[src/rtl/bsl_pkg.sv]
// package: shared types, codes and constants of the button press detector
package bsl_pkg;

  // number of buttons with a machine of their own
  localparam int unsigned NUM_BUTTONS = 4;
  // pin bits carried by one sample beat
  localparam int unsigned PIN_W       = 4;
  // event fields carried by one result beat
  localparam int unsigned OUT_FIELDS  = 4;
  localparam int unsigned EV_W        = 2;
  localparam int unsigned CNT_W       = 6;
  localparam int unsigned CFG_W       = 6;
  localparam int unsigned CFG_IDX_W   = 2;

  localparam logic [CNT_W-1:0] COUNT_MAX = 6'd63;

  // register reset values
  localparam logic [CFG_W-1:0] MIN_PRESS_RST  = 6'd2;
  localparam logic [CFG_W-1:0] LONG_PRESS_RST = 6'd60;
  localparam logic [CFG_W-1:0] HOLDOFF_RST    = 6'd5;

  // register indexes
  localparam logic [CFG_IDX_W-1:0] CFG_MIN_PRESS  = 2'd0;
  localparam logic [CFG_IDX_W-1:0] CFG_LONG_PRESS = 2'd1;
  localparam logic [CFG_IDX_W-1:0] CFG_HOLDOFF    = 2'd2;

  // beat kinds
  localparam logic FUNC_SAMPLE = 1'b0;
  localparam logic FUNC_ACK    = 1'b1;

  // event codes
  localparam logic [EV_W-1:0] EV_NONE  = 2'd0;
  localparam logic [EV_W-1:0] EV_SHORT = 2'd1;
  localparam logic [EV_W-1:0] EV_LONG  = 2'd2;

  // thresholds as seen by every button
  typedef struct packed {
    logic [CFG_W-1:0] min_press;
    logic [CFG_W-1:0] long_press;
    logic [CFG_W-1:0] holdoff;
  } cfg_t;

endpackage

[src/rtl/bsl_cfg_regs.sv]
// configuration registers of the button press detector
module bsl_cfg_regs
  import bsl_pkg::*;
(
  input  logic                 clk_i,
  input  logic                 rst_ni,
  input  logic                 cfg_we_i,
  input  logic [CFG_IDX_W-1:0] cfg_idx_i,
  input  logic [CFG_W-1:0]     cfg_data_i,
  output cfg_t                 cfg_o
);

  cfg_t cfg_q, cfg_d;

  // decode the write
  always_comb begin
    cfg_d = cfg_q;
    if (cfg_we_i) begin
      unique case (cfg_idx_i)
        CFG_MIN_PRESS:  cfg_d.min_press  = cfg_data_i;
        CFG_LONG_PRESS: cfg_d.long_press = cfg_data_i;
        CFG_HOLDOFF:    cfg_d.holdoff    = cfg_data_i;
        default:        cfg_d = cfg_q;
      endcase
    end
  end

  always_ff @(posedge clk_i or negedge rst_ni) begin
    if (!rst_ni) begin
      cfg_q.min_press  <= MIN_PRESS_RST;
      cfg_q.long_press <= LONG_PRESS_RST;
      cfg_q.holdoff    <= HOLDOFF_RST;
    end else begin
      cfg_q <= cfg_d;
    end
  end

  assign cfg_o = cfg_q;

endmodule

[src/rtl/bsl_button_fsm.sv]
// per-button press machine: phase and tick count, next event
module bsl_button_fsm
  import bsl_pkg::*;
(
  input  logic            clk_i,
  input  logic            rst_ni,
  input  logic            step_i,
  input  logic            func_i,
  input  logic            released_i,
  input  cfg_t            cfg_i,
  output logic [EV_W-1:0] event_o
);

  typedef enum logic [1:0] {
    PH_COUNT = 2'd0,
    PH_HOLD  = 2'd1,
    PH_SHORT = 2'd2,
    PH_LONG  = 2'd3
  } phase_e;

  phase_e           phase_q, phase_d;
  logic [CNT_W-1:0] cnt_q, cnt_d;
  logic [CNT_W-1:0] bump;

  // saturating increment
  assign bump = (cnt_q == COUNT_MAX) ? cnt_q : cnt_q + 6'd1;

  // next phase and count for this beat
  always_comb begin
    phase_d = phase_q;
    cnt_d   = cnt_q;
    if (func_i == FUNC_SAMPLE) begin
      unique case (phase_q)
        PH_COUNT: begin
          if (!released_i) begin
            if (bump >= cfg_i.long_press) begin
              phase_d = PH_LONG;
              cnt_d   = '0;
            end else begin
              cnt_d = bump;
            end
          end else if (cnt_q >= cfg_i.min_press) begin
            phase_d = PH_SHORT;
            cnt_d   = '0;
          end
        end
        PH_HOLD: begin
          if (released_i) begin
            if (bump >= cfg_i.holdoff) begin
              phase_d = PH_COUNT;
              cnt_d   = '0;
            end else begin
              cnt_d = bump;
            end
          end
        end
        default: begin
          phase_d = phase_q;
        end
      endcase
    end else if (released_i && (phase_q == PH_SHORT || phase_q == PH_LONG)) begin
      phase_d = PH_HOLD;
      cnt_d   = '0;
    end
  end

  // state advances only when the beat moves to the result register
  always_ff @(posedge clk_i or negedge rst_ni) begin
    if (!rst_ni) begin
      phase_q <= PH_COUNT;
      cnt_q   <= '0;
    end else if (step_i) begin
      phase_q <= phase_d;
      cnt_q   <= cnt_d;
    end
  end

  // event after this beat
  always_comb begin
    unique case (phase_d)
      PH_SHORT: event_o = EV_SHORT;
      PH_LONG:  event_o = EV_LONG;
      default:  event_o = EV_NONE;
    endcase
  end

endmodule

[src/rtl/button_short_long_press_detector.sv]
// top level: short/long press detector for active-low buttons
//
//  channel   dir  handshake                     payload
//  s_axis    in   s_axis_tvalid/s_axis_tready   tdata: pins_released; tuser: func
//  m_axis    out  m_axis_tvalid/m_axis_tready   tdata: event_button0..3
//  cfg       in   cfg_we_i                      cfg_idx_i, cfg_data_i
//
// one beat per cycle sustained while the result is taken; an accepted beat passes
// the input register, then the button update into the result register
// reset clears all buttons to the counting phase with a zero count and loads
// the threshold defaults; a stalled result holds while one more beat waits in
// the input register, after which s_axis_tready drops
module button_short_long_press_detector
  import bsl_pkg::*;
(
  input  logic                 clk_i,
  input  logic                 rst_ni,
  input  logic                 s_axis_tvalid,
  output logic                 s_axis_tready,
  input  logic [7:0]           s_axis_tdata,   // [3:0] pins_released, [7:4] zero
  input  logic                 s_axis_tuser,   // [0] func
  output logic                 m_axis_tvalid,
  input  logic                 m_axis_tready,
  output logic [7:0]           m_axis_tdata,   // [1:0] event_button0, [3:2] event_button1,
                                               // [5:4] event_button2, [7:6] event_button3
  input  logic                 cfg_we_i,
  input  logic [CFG_IDX_W-1:0] cfg_idx_i,
  input  logic [CFG_W-1:0]     cfg_data_i
);

  cfg_t cfg;

  logic             in_valid_q;
  logic             in_func_q;
  logic [PIN_W-1:0] in_pins_q;
  logic             out_valid_q;
  logic [7:0]       out_data_q;
  logic [7:0]       out_data_d;
  logic             out_free;
  logic             advance;

  bsl_cfg_regs u_cfg (
    .clk_i      (clk_i),
    .rst_ni     (rst_ni),
    .cfg_we_i   (cfg_we_i),
    .cfg_idx_i  (cfg_idx_i),
    .cfg_data_i (cfg_data_i),
    .cfg_o      (cfg)
  );

  // handshake control
  assign out_free      = !out_valid_q || m_axis_tready;
  assign advance       = in_valid_q && out_free;
  assign s_axis_tready = !in_valid_q || out_free;

  // input register
  always_ff @(posedge clk_i or negedge rst_ni) begin
    if (!rst_ni) begin
      in_valid_q <= 1'b0;
    end else if (s_axis_tready) begin
      in_valid_q <= s_axis_tvalid;
    end
  end

  always_ff @(posedge clk_i) begin
    if (s_axis_tready && s_axis_tvalid) begin
      in_func_q <= s_axis_tuser;
      in_pins_q <= s_axis_tdata[PIN_W-1:0];
    end
  end

  // one machine per button with an event field
  for (genvar i = 0; i < OUT_FIELDS; i++) begin : g_btn
    if (i < NUM_BUTTONS) begin : g_fsm
      logic            released;
      logic [EV_W-1:0] ev;
      if (i < PIN_W) begin : g_pin
        assign released = in_pins_q[i];
      end else begin : g_nopin
        assign released = 1'b1;
      end
      bsl_button_fsm u_fsm (
        .clk_i      (clk_i),
        .rst_ni     (rst_ni),
        .step_i     (advance),
        .func_i     (in_func_q),
        .released_i (released),
        .cfg_i      (cfg),
        .event_o    (ev)
      );
      assign out_data_d[i*EV_W +: EV_W] = ev;
    end else begin : g_none
      assign out_data_d[i*EV_W +: EV_W] = EV_NONE;
    end
  end

  // result register
  always_ff @(posedge clk_i or negedge rst_ni) begin
    if (!rst_ni) begin
      out_valid_q <= 1'b0;
    end else if (advance) begin
      out_valid_q <= 1'b1;
    end else if (m_axis_tready) begin
      out_valid_q <= 1'b0;
    end
  end

  always_ff @(posedge clk_i) begin
    if (advance) begin
      out_data_q <= out_data_d;
    end
  end

  assign m_axis_tvalid = out_valid_q;
  assign m_axis_tdata  = out_data_q;

endmodule

[config.mk]
export PLATFORM = sky130hd
export DESIGN_NAME = button_short_long_press_detector
export DESIGN_NICKNAME = d
export VERILOG_FILES = /design/src/rtl/bsl_pkg.sv /design/src/rtl/bsl_cfg_regs.sv /design/src/rtl/bsl_button_fsm.sv /design/src/rtl/button_short_long_press_detector.sv
export SDC_FILE = /design/constraint.sdc
export NUM_CORES = 1
export LEC_CHECK = 0
export BUFFER_PORTS_ARGS = -buffer_cell sky130_fd_sc_hd__buf_2
export CORE_MARGIN = 2
export CORE_UTILIZATION = 40
export DETAILED_ROUTE_END_ITERATION = 16
export PLACE_DENSITY = 0.53
export SYNTH_ARGS = -nofsm -noshare
export SYNTH_HDL_FRONTEND = slang
export SYNTH_SLANG_ARGS = --single-unit
[constraint.sdc]
create_clock -name clk_i -period 5.8 [get_ports clk_i]
set_input_delay 0 -clock clk_i [delete_from_list [all_inputs] [get_ports clk_i]]
set_output_delay 0 -clock clk_i [all_outputs]
set_load 0.03 [all_outputs]
==> results, run 1 <==
- The cell family contributing the most delay on the critical path is compound AO/OA/AOI/OAI gates.
- The net count of the mapped netlist is roughly 650.
- The startpoint of the worst setup timing path is g_btn[3].g_fsm.u_fsm.cnt_q[0].
- The warning count from the yosys run is 0.
- After technology mapping, the gate count stands at ~550.
- The fraction of layout instances using a drive strength above 1 is about an eighth.
- The most used flip-flop cell after synthesis is dfrtp_1.
- The share of total power dissipated in the clock network is between 20% and 30%.
- The max-slew headroom at the worst pin is between 20% and 30%.
- The run finished with clean final reports.
- The critical path data arrival time is between 3000 and 4000 ps.
- The count of filler cells inserted in the layout is 1155.
- Clock latency on the worst-skew pair, taken at its later pin, is between 300 and 400 ps.
- The clock tree synthesis step divided the H-tree into 3 levels.
- Internal power comes to 0.00132 W.
- Of all nets on the critical path, the largest fanout is 7.
- STA puts the critical path data required time at between 6000 and 7000 ps.
- In this run the worst hold path is classified as primary input to flip-flop.
- Post-CTS repair changed the size of 0 cells.
- Power spread over the standard cell area amounts to roughly 400 mW/mm^2.
- In this run the count of I/O pins placed on the die edge is 32.
- Yosys mapped the design onto between 50 and 60 distinct sky130hd cell types.
- The floorplan core area is 0.0121 mm^2.
- The start-to-end type of the worst setup path is flip-flop to flip-flop.
- The startpoint identified for the worst register-to-register timing path is g_btn[3].g_fsm.u_fsm.cnt_q[0].
- The via count of the first global-routing pass is roughly 4000.
- The floorplan die width is 116 um.
- The tree is rooted in a clkbuf_16.
- STA classifies the critical path endpoint as a flip-flop.
- The logic depth of the worst setup path including buffers is 11.
- The die height is 116 um.
- The worst register-to-register path has a depth of 11.
- The clock drives 65 sinks.
- The initial DRC count is about 230.
- The count of buffers inserted at the top-level ports is 27.
- The clock tree from TritonCTS is built.
- The detail route stage leaves a number of antenna-violating nets equal to 0.
- The critical path goes through ha_1 -> and3_1 -> nand3_1 -> o21ai_0 -> ha_1 -> nand2_1 -> o21ai_0 -> a221oi_1 -> a22o_2 -> nand2_1 -> o32ai_1.
- The number of core rows is 40.
- The minimum setup slack among reg-to-reg paths is 2500 ps.
- Setup repair after global routing left no endpoint under its margin.
- For this design, the slowest cell found on the critical path is o21ai_0.
- The sequential element share of the synthesized area is between 30% and 40%.
- Summed over all cells, the static leakage comes to between 2 and 3 nW.
- The number of pins with negative max-slew slack in the final report is 0.
- The worst path in the final design needs a cycle of 3300 ps, including I/O delays and setup.
- The mean post-synth cell area is 9.14 um^2.
- Following the worst setup path forward leads to its endpoint at g_btn[3].g_fsm.u_fsm.cnt_q[4].
- Summed over all failing endpoints, the final setup total negative slack is 0 ps.
- The TritonCTS buffer count is 9.
- The final global-route overflow total is 0.
- The initial utilization of the core area, before any placement, comes to between 40% and 50%.
- The congestion estimate from routability-driven global placement came to about 0.83.
- Sequential cells burn around a third of the power.
- Counting flops and latches in the post-synthesis netlist gives 65.
- Max-cap violations in this run came to 0.
- The total number of vias is a little over 4000.
- The maximum clock skew at final layout is around 5.4 ps.
- The first detailed-routing pass took 4 iterations.
- The overall routing resource usage is slightly below 20%.
- The switching part of the total is approximately 42%.
- The initial antenna violation count came to 0.
- VDD sags by at most around 0.00019 V.
- In this design, the stage delay of the slowest critical-path cell is around 480 ps.
- In the final design database the tool counted ~700 nets.
- From synthesis to final layout, the design area changed by 13.7%.
- The measured slew at the worst slew-check pin is approximately 1100 ps.
- The die area is about 0.013 mm^2.
- The first global-routing pass estimated between 20000 and 25000 um of wire.
- The launching element type of the critical path is a flip-flop.
- The detail-routed net length per standard cell is roughly 16 um.
- Static timing analysis puts the maximum clock frequency at 0.303 GHz.
- For this run, design rule violations remaining after detail routing come to 0.
- Combinational cells account for 47.5% of the total power.
- After detailed routing, the number of vias per cell comes to approximately 5.4.
- The net switching power figure is 0.000964 W.
- The worst register-to-register path ends at g_btn[3].g_fsm.u_fsm.cnt_q[4].
- The count of endpoints failing setup in the final report is 0.
- The post-CTS clock slew at the launch and capture registers of the worst setup and hold paths is 50 ps.
- The half-perimeter wire length of the detailed placement result is 9240 um.
- The number of hold violations in the final report is 0.
- The synthesized netlist occupies a cell area of ~0.0050 mm^2.
- The repair_antennas step left the layout with diodes totalling 0.
- The maximum clock path buffer count is 2.
- The synthesized design contains 13 enable-type register cells.
- The worst hold path startpoint is cfg_idx_i[0].
- After layout, the worst path uses 56.8% of the clock period.
- The utilization of the core after routing is a little under half.
- The fraction of registers with async set/reset is 80.0%.
- The number of buffers and inverters on the critical path is 0.
- The largest net degree at the start of global routing is 53.
- The aggregate routed wire length is about 12000 um.
## what timing repair did
item	CTS	global route
hold buffers	15	0
setup buffers	0	0
hold endpoints to repair	70	0
## how the worst min path moves through the flow
stage                                          to  slack, ps  cells past startpoint
global placement    g_btn[0].g_fsm.u_fsm.cnt_q[2]        170                      2
global route                      u_cfg.cfg_o[15]        190                      4
floorplan                               async pin       -300                      0
CTS                               u_cfg.cfg_o[13]        110                      4
detailed placement  g_btn[0].g_fsm.u_fsm.cnt_q[2]        180                      2
finish                            u_cfg.cfg_o[13]        110                      4
## cells in the final DEF, fill, tap and decap left out, drive strengths merged, types with 5 or more instances in the layout
cell type,n
nand3,27
a21o,10
edfxtp,13
nor2,30
nand2,59
o21a,5
a21oi,33
o221ai,5
nor3,9
ha,76
nor2b,10
dfstp,7
inv,44
xnor2,7
clkbuf,12
dlygate4sd3,15
and3,13
o21ai,55
o211a,6
dfrtp,45
mux2,16
nor3b,8
o32ai,5
buf,30
## sequential cells by signal, indices dropped and copies added, names as in the netlist, named ones only
signal                     cells
g_btn.g_fsm.u_fsm.cnt_q       24
in_valid_q                     1
in_func_q                      1
m_axis_tdata                   8
g_btn.g_fsm.u_fsm.phase_q      4
u_cfg.cfg_o                   18
in_pins_q                      4
m_axis_tvalid                  1
## metrics by stage
step / total power [W] / setup slack (ps) / instance area (um^2) / std cells / hold slack [ps]
floorplan: 0.00150 / 3080 / 5010 / 548 / -296
global placement: 0.00174 / 2570 / 5290 / 729 / 175
detailed placement: 0.00180 / 2490 / 5290 / 729 / 179
CTS: 0.00230 / 2490 / 5700 / 760 / 107
global route: 0.00251 / 2190 / 5700 / 760 / 191
finish: 0.00228 / 2500 / 5700 / 760 / 112
## power by group through the flow
| stage | sequential, W | clock (W) | combinational (W) |
|---|---|---|---|
| 4_1_cts | 0.000719 | 0.000490 | 0.00109 |
| 2_1_floorplan | 0.000673 | 0 | 0.000824 |
| 6_report | 0.000720 | 0.000480 | 0.00108 |
| 5_1_grt | 0.000740 | 0.000513 | 0.00126 |
| 3_5_place_dp | 0.000726 | 0 | 0.00107 |
| 3_3_place_gp | 0.000721 | 0 | 0.00102 |
## kinds of logic (layout without fill, tap and decap cells)
group	after synthesis	in the layout	synth area share (%)
xor gates and xnor gates	8	8	1.40
adders and majority gates	76	76	19.0
DFF	65	65	33.9
AOI/OAI and AO/OA	151	151	20.3
buffers and inverters	61	105	5.04
muxes	18	18	3.99
and+or+nand+nor	169	169	16.4
## cell type report
| class | instances | area [um^2] | area share (%) |
|---|---|---|---|
| flip-flops and latches | 65 | 1700 | 29.8 |
| clock inverters | 4 | 20.0 | 0.351 |
| repair buffers | 45 | 308 | 5.40 |
| clock buffers | 12 | 236 | 4.15 |
| multi-input cells | 422 | 3060 | 53.7 |
| well taps | 168 | 210 | 3.69 |
| inverters | 44 | 165 | 2.90 |
## synth_stat cells (9+ instances only)
cell type,n,area share (%)
edfxtp_1,13,7.8
nand2_1,59,4.4
a21o_1,10,1.5
clkbuf_1,10,0.75
inv_1,44,3.3
a21oi_1,33,3.3
and3_1,13,1.6
nor3_1,9,0.90
o21ai_0,52,5.2
nor2_1,30,2.2
nand3_1,27,2.7
ha_1,76,19
nor2b_1,10,1.2
mux2_2,16,3.6
dfrtp_1,45,22
## metal layers
metal	wire length, um	global-route usage, %	vias to the layer above	share of wire [%]
met5	0	0	-	0
met3	459	4.24	9	3.7
met1	5720	25.0	1944	46
met2	5970	34.1	49	49
li1	-	-	2072	-
met4	161	5.08	0	1.3
## worst min-delay path: stages
cell and delay [ps]:
buf_2 90, nor3b_1 150, nand2_1 110, o21ai_0 80
Note: power is estimated with default switching activity, not from simulation.
==> inputs of run 2 (changes only) <==
clock period = 3.05 ns   (was 5.8 ns; I/O delays follow)
==> results, run 2 (synthesized netlist as in run 1, its figures left out) <==
- The flow ran to the end, and the final reports show no timing, DRC or antenna violations.
- The floorplan core area is 0.0121 mm^2 (unchanged).
- The number of pins with negative max-slew slack in the final report is 0 (unchanged).
- The highest attainable clock frequency was 0.345 GHz (+14%).
- The static power due to leakage was 2.80 nW (+4.4%).
- The number of clock sinks is 65 (unchanged).
- The number of flip-flops under the largest register name is 24 (unchanged).
- The antenna diode instance count is 0 (unchanged).
- Counting flops per register, the top entry is g_btn.g_fsm.u_fsm.cnt_q.
- The minimum setup slack among reg-to-reg paths is 150 ps (-2360 ps).
- In this run the clock root is driven by a clkbuf_16.
- The die height is 116 um (unchanged).
- The final global-route overflow total came to 0 (unchanged).
- The critical path data arrival time was 3000 ps (-530 ps).
- The kind of end point of the critical path is a flip-flop.
- The post-layout minimum cycle time was 2900 ps (-394 ps).
- The measured slew at the worst slew-check pin is 871 ps (-240 ps).
- The die area is 0.0134 mm^2 (unchanged).
- The half-perimeter wire length of the detailed placement result was 9580 um (+3.8%).
- The power density of the placed cells is 791 mW/mm^2 (+97%).
- The deepest level of the CTS H-tree is 3 (unchanged).
- The final worst slack is 148 ps (-2360 ps).
- The initial DRC count came to 326 (+41%).
- The number of vias per cell after detailed routing is 5.48 (+2.2%).
- The clock tree from TritonCTS is built.
- The number of nets in the layout is 704 (+2.8%).
- The overall routing resource usage was 20.5% (+0.84 points).
- The total power consumption of the routed design was 0.00474 W (+110%).
- The total number of vias is 4268 (+4.8%).
- The largest net degree at the start of global routing is 37 (-30%).
- The leading cell type in the layout, fill and taps excluded is ha_1.
- The number of hold violations in the final report came to 0 (unchanged).
- The via count of the first global-routing pass was 4034 (+0.42%).
- The total cell area at the placement stage is 0.00539 mm^2 (+1.8%).
- The final routed DRC violation total is 0 (unchanged).
- The path class of the tightest hold or removal check is primary input to flip-flop.
- The floorplan die width is 116 um (unchanged).
- The launching point of the worst reg2reg path is g_btn[0].g_fsm.u_fsm.cnt_q[0].
- The detail-routed net length per standard cell is 16.9 um (+4.1%).
- The post-CTS clock slew at the launch and capture registers of the worst setup and hold paths came to 60 ps (about the same).
- The post-route clock period utilization is 95.1% (+38 points).
- The initial cell density of the core is 41.4% (unchanged).
- The accumulated negative setup slack is 0 ps (unchanged).
- The worst register-to-register path ends at m_axis_tdata[0].
- The startpoint of the worst setup timing path is g_btn[0].g_fsm.u_fsm.cnt_q[0].
- The count of buffers inserted at the top-level ports was 27 (unchanged).
- The path depth of the worst reg2reg path came to 12 (+1).
- The count of nets left with antenna violations after detail routing came to 0 (unchanged).
- The number of iterations in the first detailed-routing pass is 5 (+1).
- The utilization of the core after routing came to 49.5% (+2.5 points).
- The number of core rows came to 40 (unchanged).
- The worst hold path startpoint is cfg_idx_i[1].
- The aggregate routed wire length is 13100 um (+6.7%).
- The layout overhead on the synthesized area is 19.7%.
- The worst setup path is launched from a flip-flop.
- The count of endpoints failing setup in the final report is 0 (unchanged).
- The global placement routability congestion is 0.825 (-0.51%).
- The maximum clock path buffer count is 2 (unchanged).
- The top cell types in the final layout, fill and taps aside, are ha_1 (75), nand2_1 (58), o21ai_0 (45), inv_1 (44), dfrtp_1 (44).
- The worst slack after detailed placement is -5.17 ps (-2500 ps).
- The number of maximum-capacitance constraint violations is 0 (unchanged).
- The maximum VDD drop is 0.000443 V (+140%).
- The latest clock arrival within the worst-skew pair is 350 ps (+20 ps).
- The TritonCTS buffer count came to 9 (unchanged).
- The initial antenna violation count is 0 (unchanged).
- The I/O pin count is 32 (unchanged).
- The global-route wire length before repair was 20600 um (+2.7%).
- The max-slew headroom at the worst pin is 41.9% (+16 points).
- The fraction of layout instances using a drive strength above 1 is 19.6% (+6.8 points).
- The start-to-end type of the worst setup path is flip-flop to flip-flop.
- The final non-filler cell area is 0.00600 mm^2 (+5.3%).
- The worst path required time was 3150 ps (-2880 ps).
- The biggest fanout along the worst timing path is 5 (-2).
- For hold timing, the worst endpoint is u_cfg.cfg_o[13].
- The maximum clock skew at final layout is 6.61 ps (+1.19 ps).
- The worst hold path depth came to 5 (+1).
run 2: cell types whose count changed in the layout (fill, tap and decap cells not counted), moves of 4 or more:
cell and change:
and3_1 -4, o21ai_1 +6, o21ai_0 -7, nand3_1 -4, buf_4 +19
run 2: worst max-delay path by stage:
stage	slack (ps)	cells past startpoint	to
finish	150	12	m_axis_tdata[0]
global route	-30	13	m_axis_tdata[0]
CTS	30	12	g_btn[3].g_fsm.u_fsm.cnt_q[4]
detailed placement	-5	11	g_btn[3].g_fsm.u_fsm.cnt_q[4]
global placement	50	12	g_btn[3].g_fsm.u_fsm.cnt_q[4]
floorplan	330	12	m_axis_tdata[0]
run 2: layer usage:
layer / global-route usage, % / part of all wire (%) / vias up
met5: 0 / 0 / -
met4: 7.62 / 1.9 / 0
met3: 3.71 / 2.6 / 19
met2: 34.4 / 49 / 68
met1: 26.5 / 46 / 2061
li1: - / - / 2120
run 2: metrics by stage:
step,hold slack (ps),instances
after global placement,156,742
after floorplan,-296,548
after global routing,169,779
after CTS,95.4,773
after detailed placement,167,742
final,103,779
run 2: area by class of cell:
cell class | count | area (um^2)
Multi-Input combinational cell | 422 | 3180
Sequential cell | 65 | 1700
Tap cell | 168 | 210
Clock inverter | 6 | 58.8
Inverter | 44 | 165
Clock buffer | 10 | 229
Timing Repair Buffer | 64 | 450
Fill cell | 1179 | 6110
run 2: repair_timing:
item                                    in CTS  in global routing
buffers inserted                             0                  6
resized for setup                            2                 34
endpoints found under the hold margin       53                  0
hold buffers                                15                  0
endpoints found under the setup margin       1                 37
pin swaps                                    0                  8
run 2: power by group:
part,internal (W),switching [W],total (W)
clock network,0.000627,0.000405,0.00103
logic,0.00104,0.00131,0.00235
registers,0.00111,0.000261,0.00137
run 2: critical path: stages (launching register included):
cell and delay (ps):
dfrtp_1 400, ha_2 210, and3_4 200, and3_4 210
nand2_1 80, nand2_2 70, ha_1 280, o211ai_1 80
o211ai_1 290, o311ai_4 180, o31a_1 340, o221ai_2 240
nor2_1 70
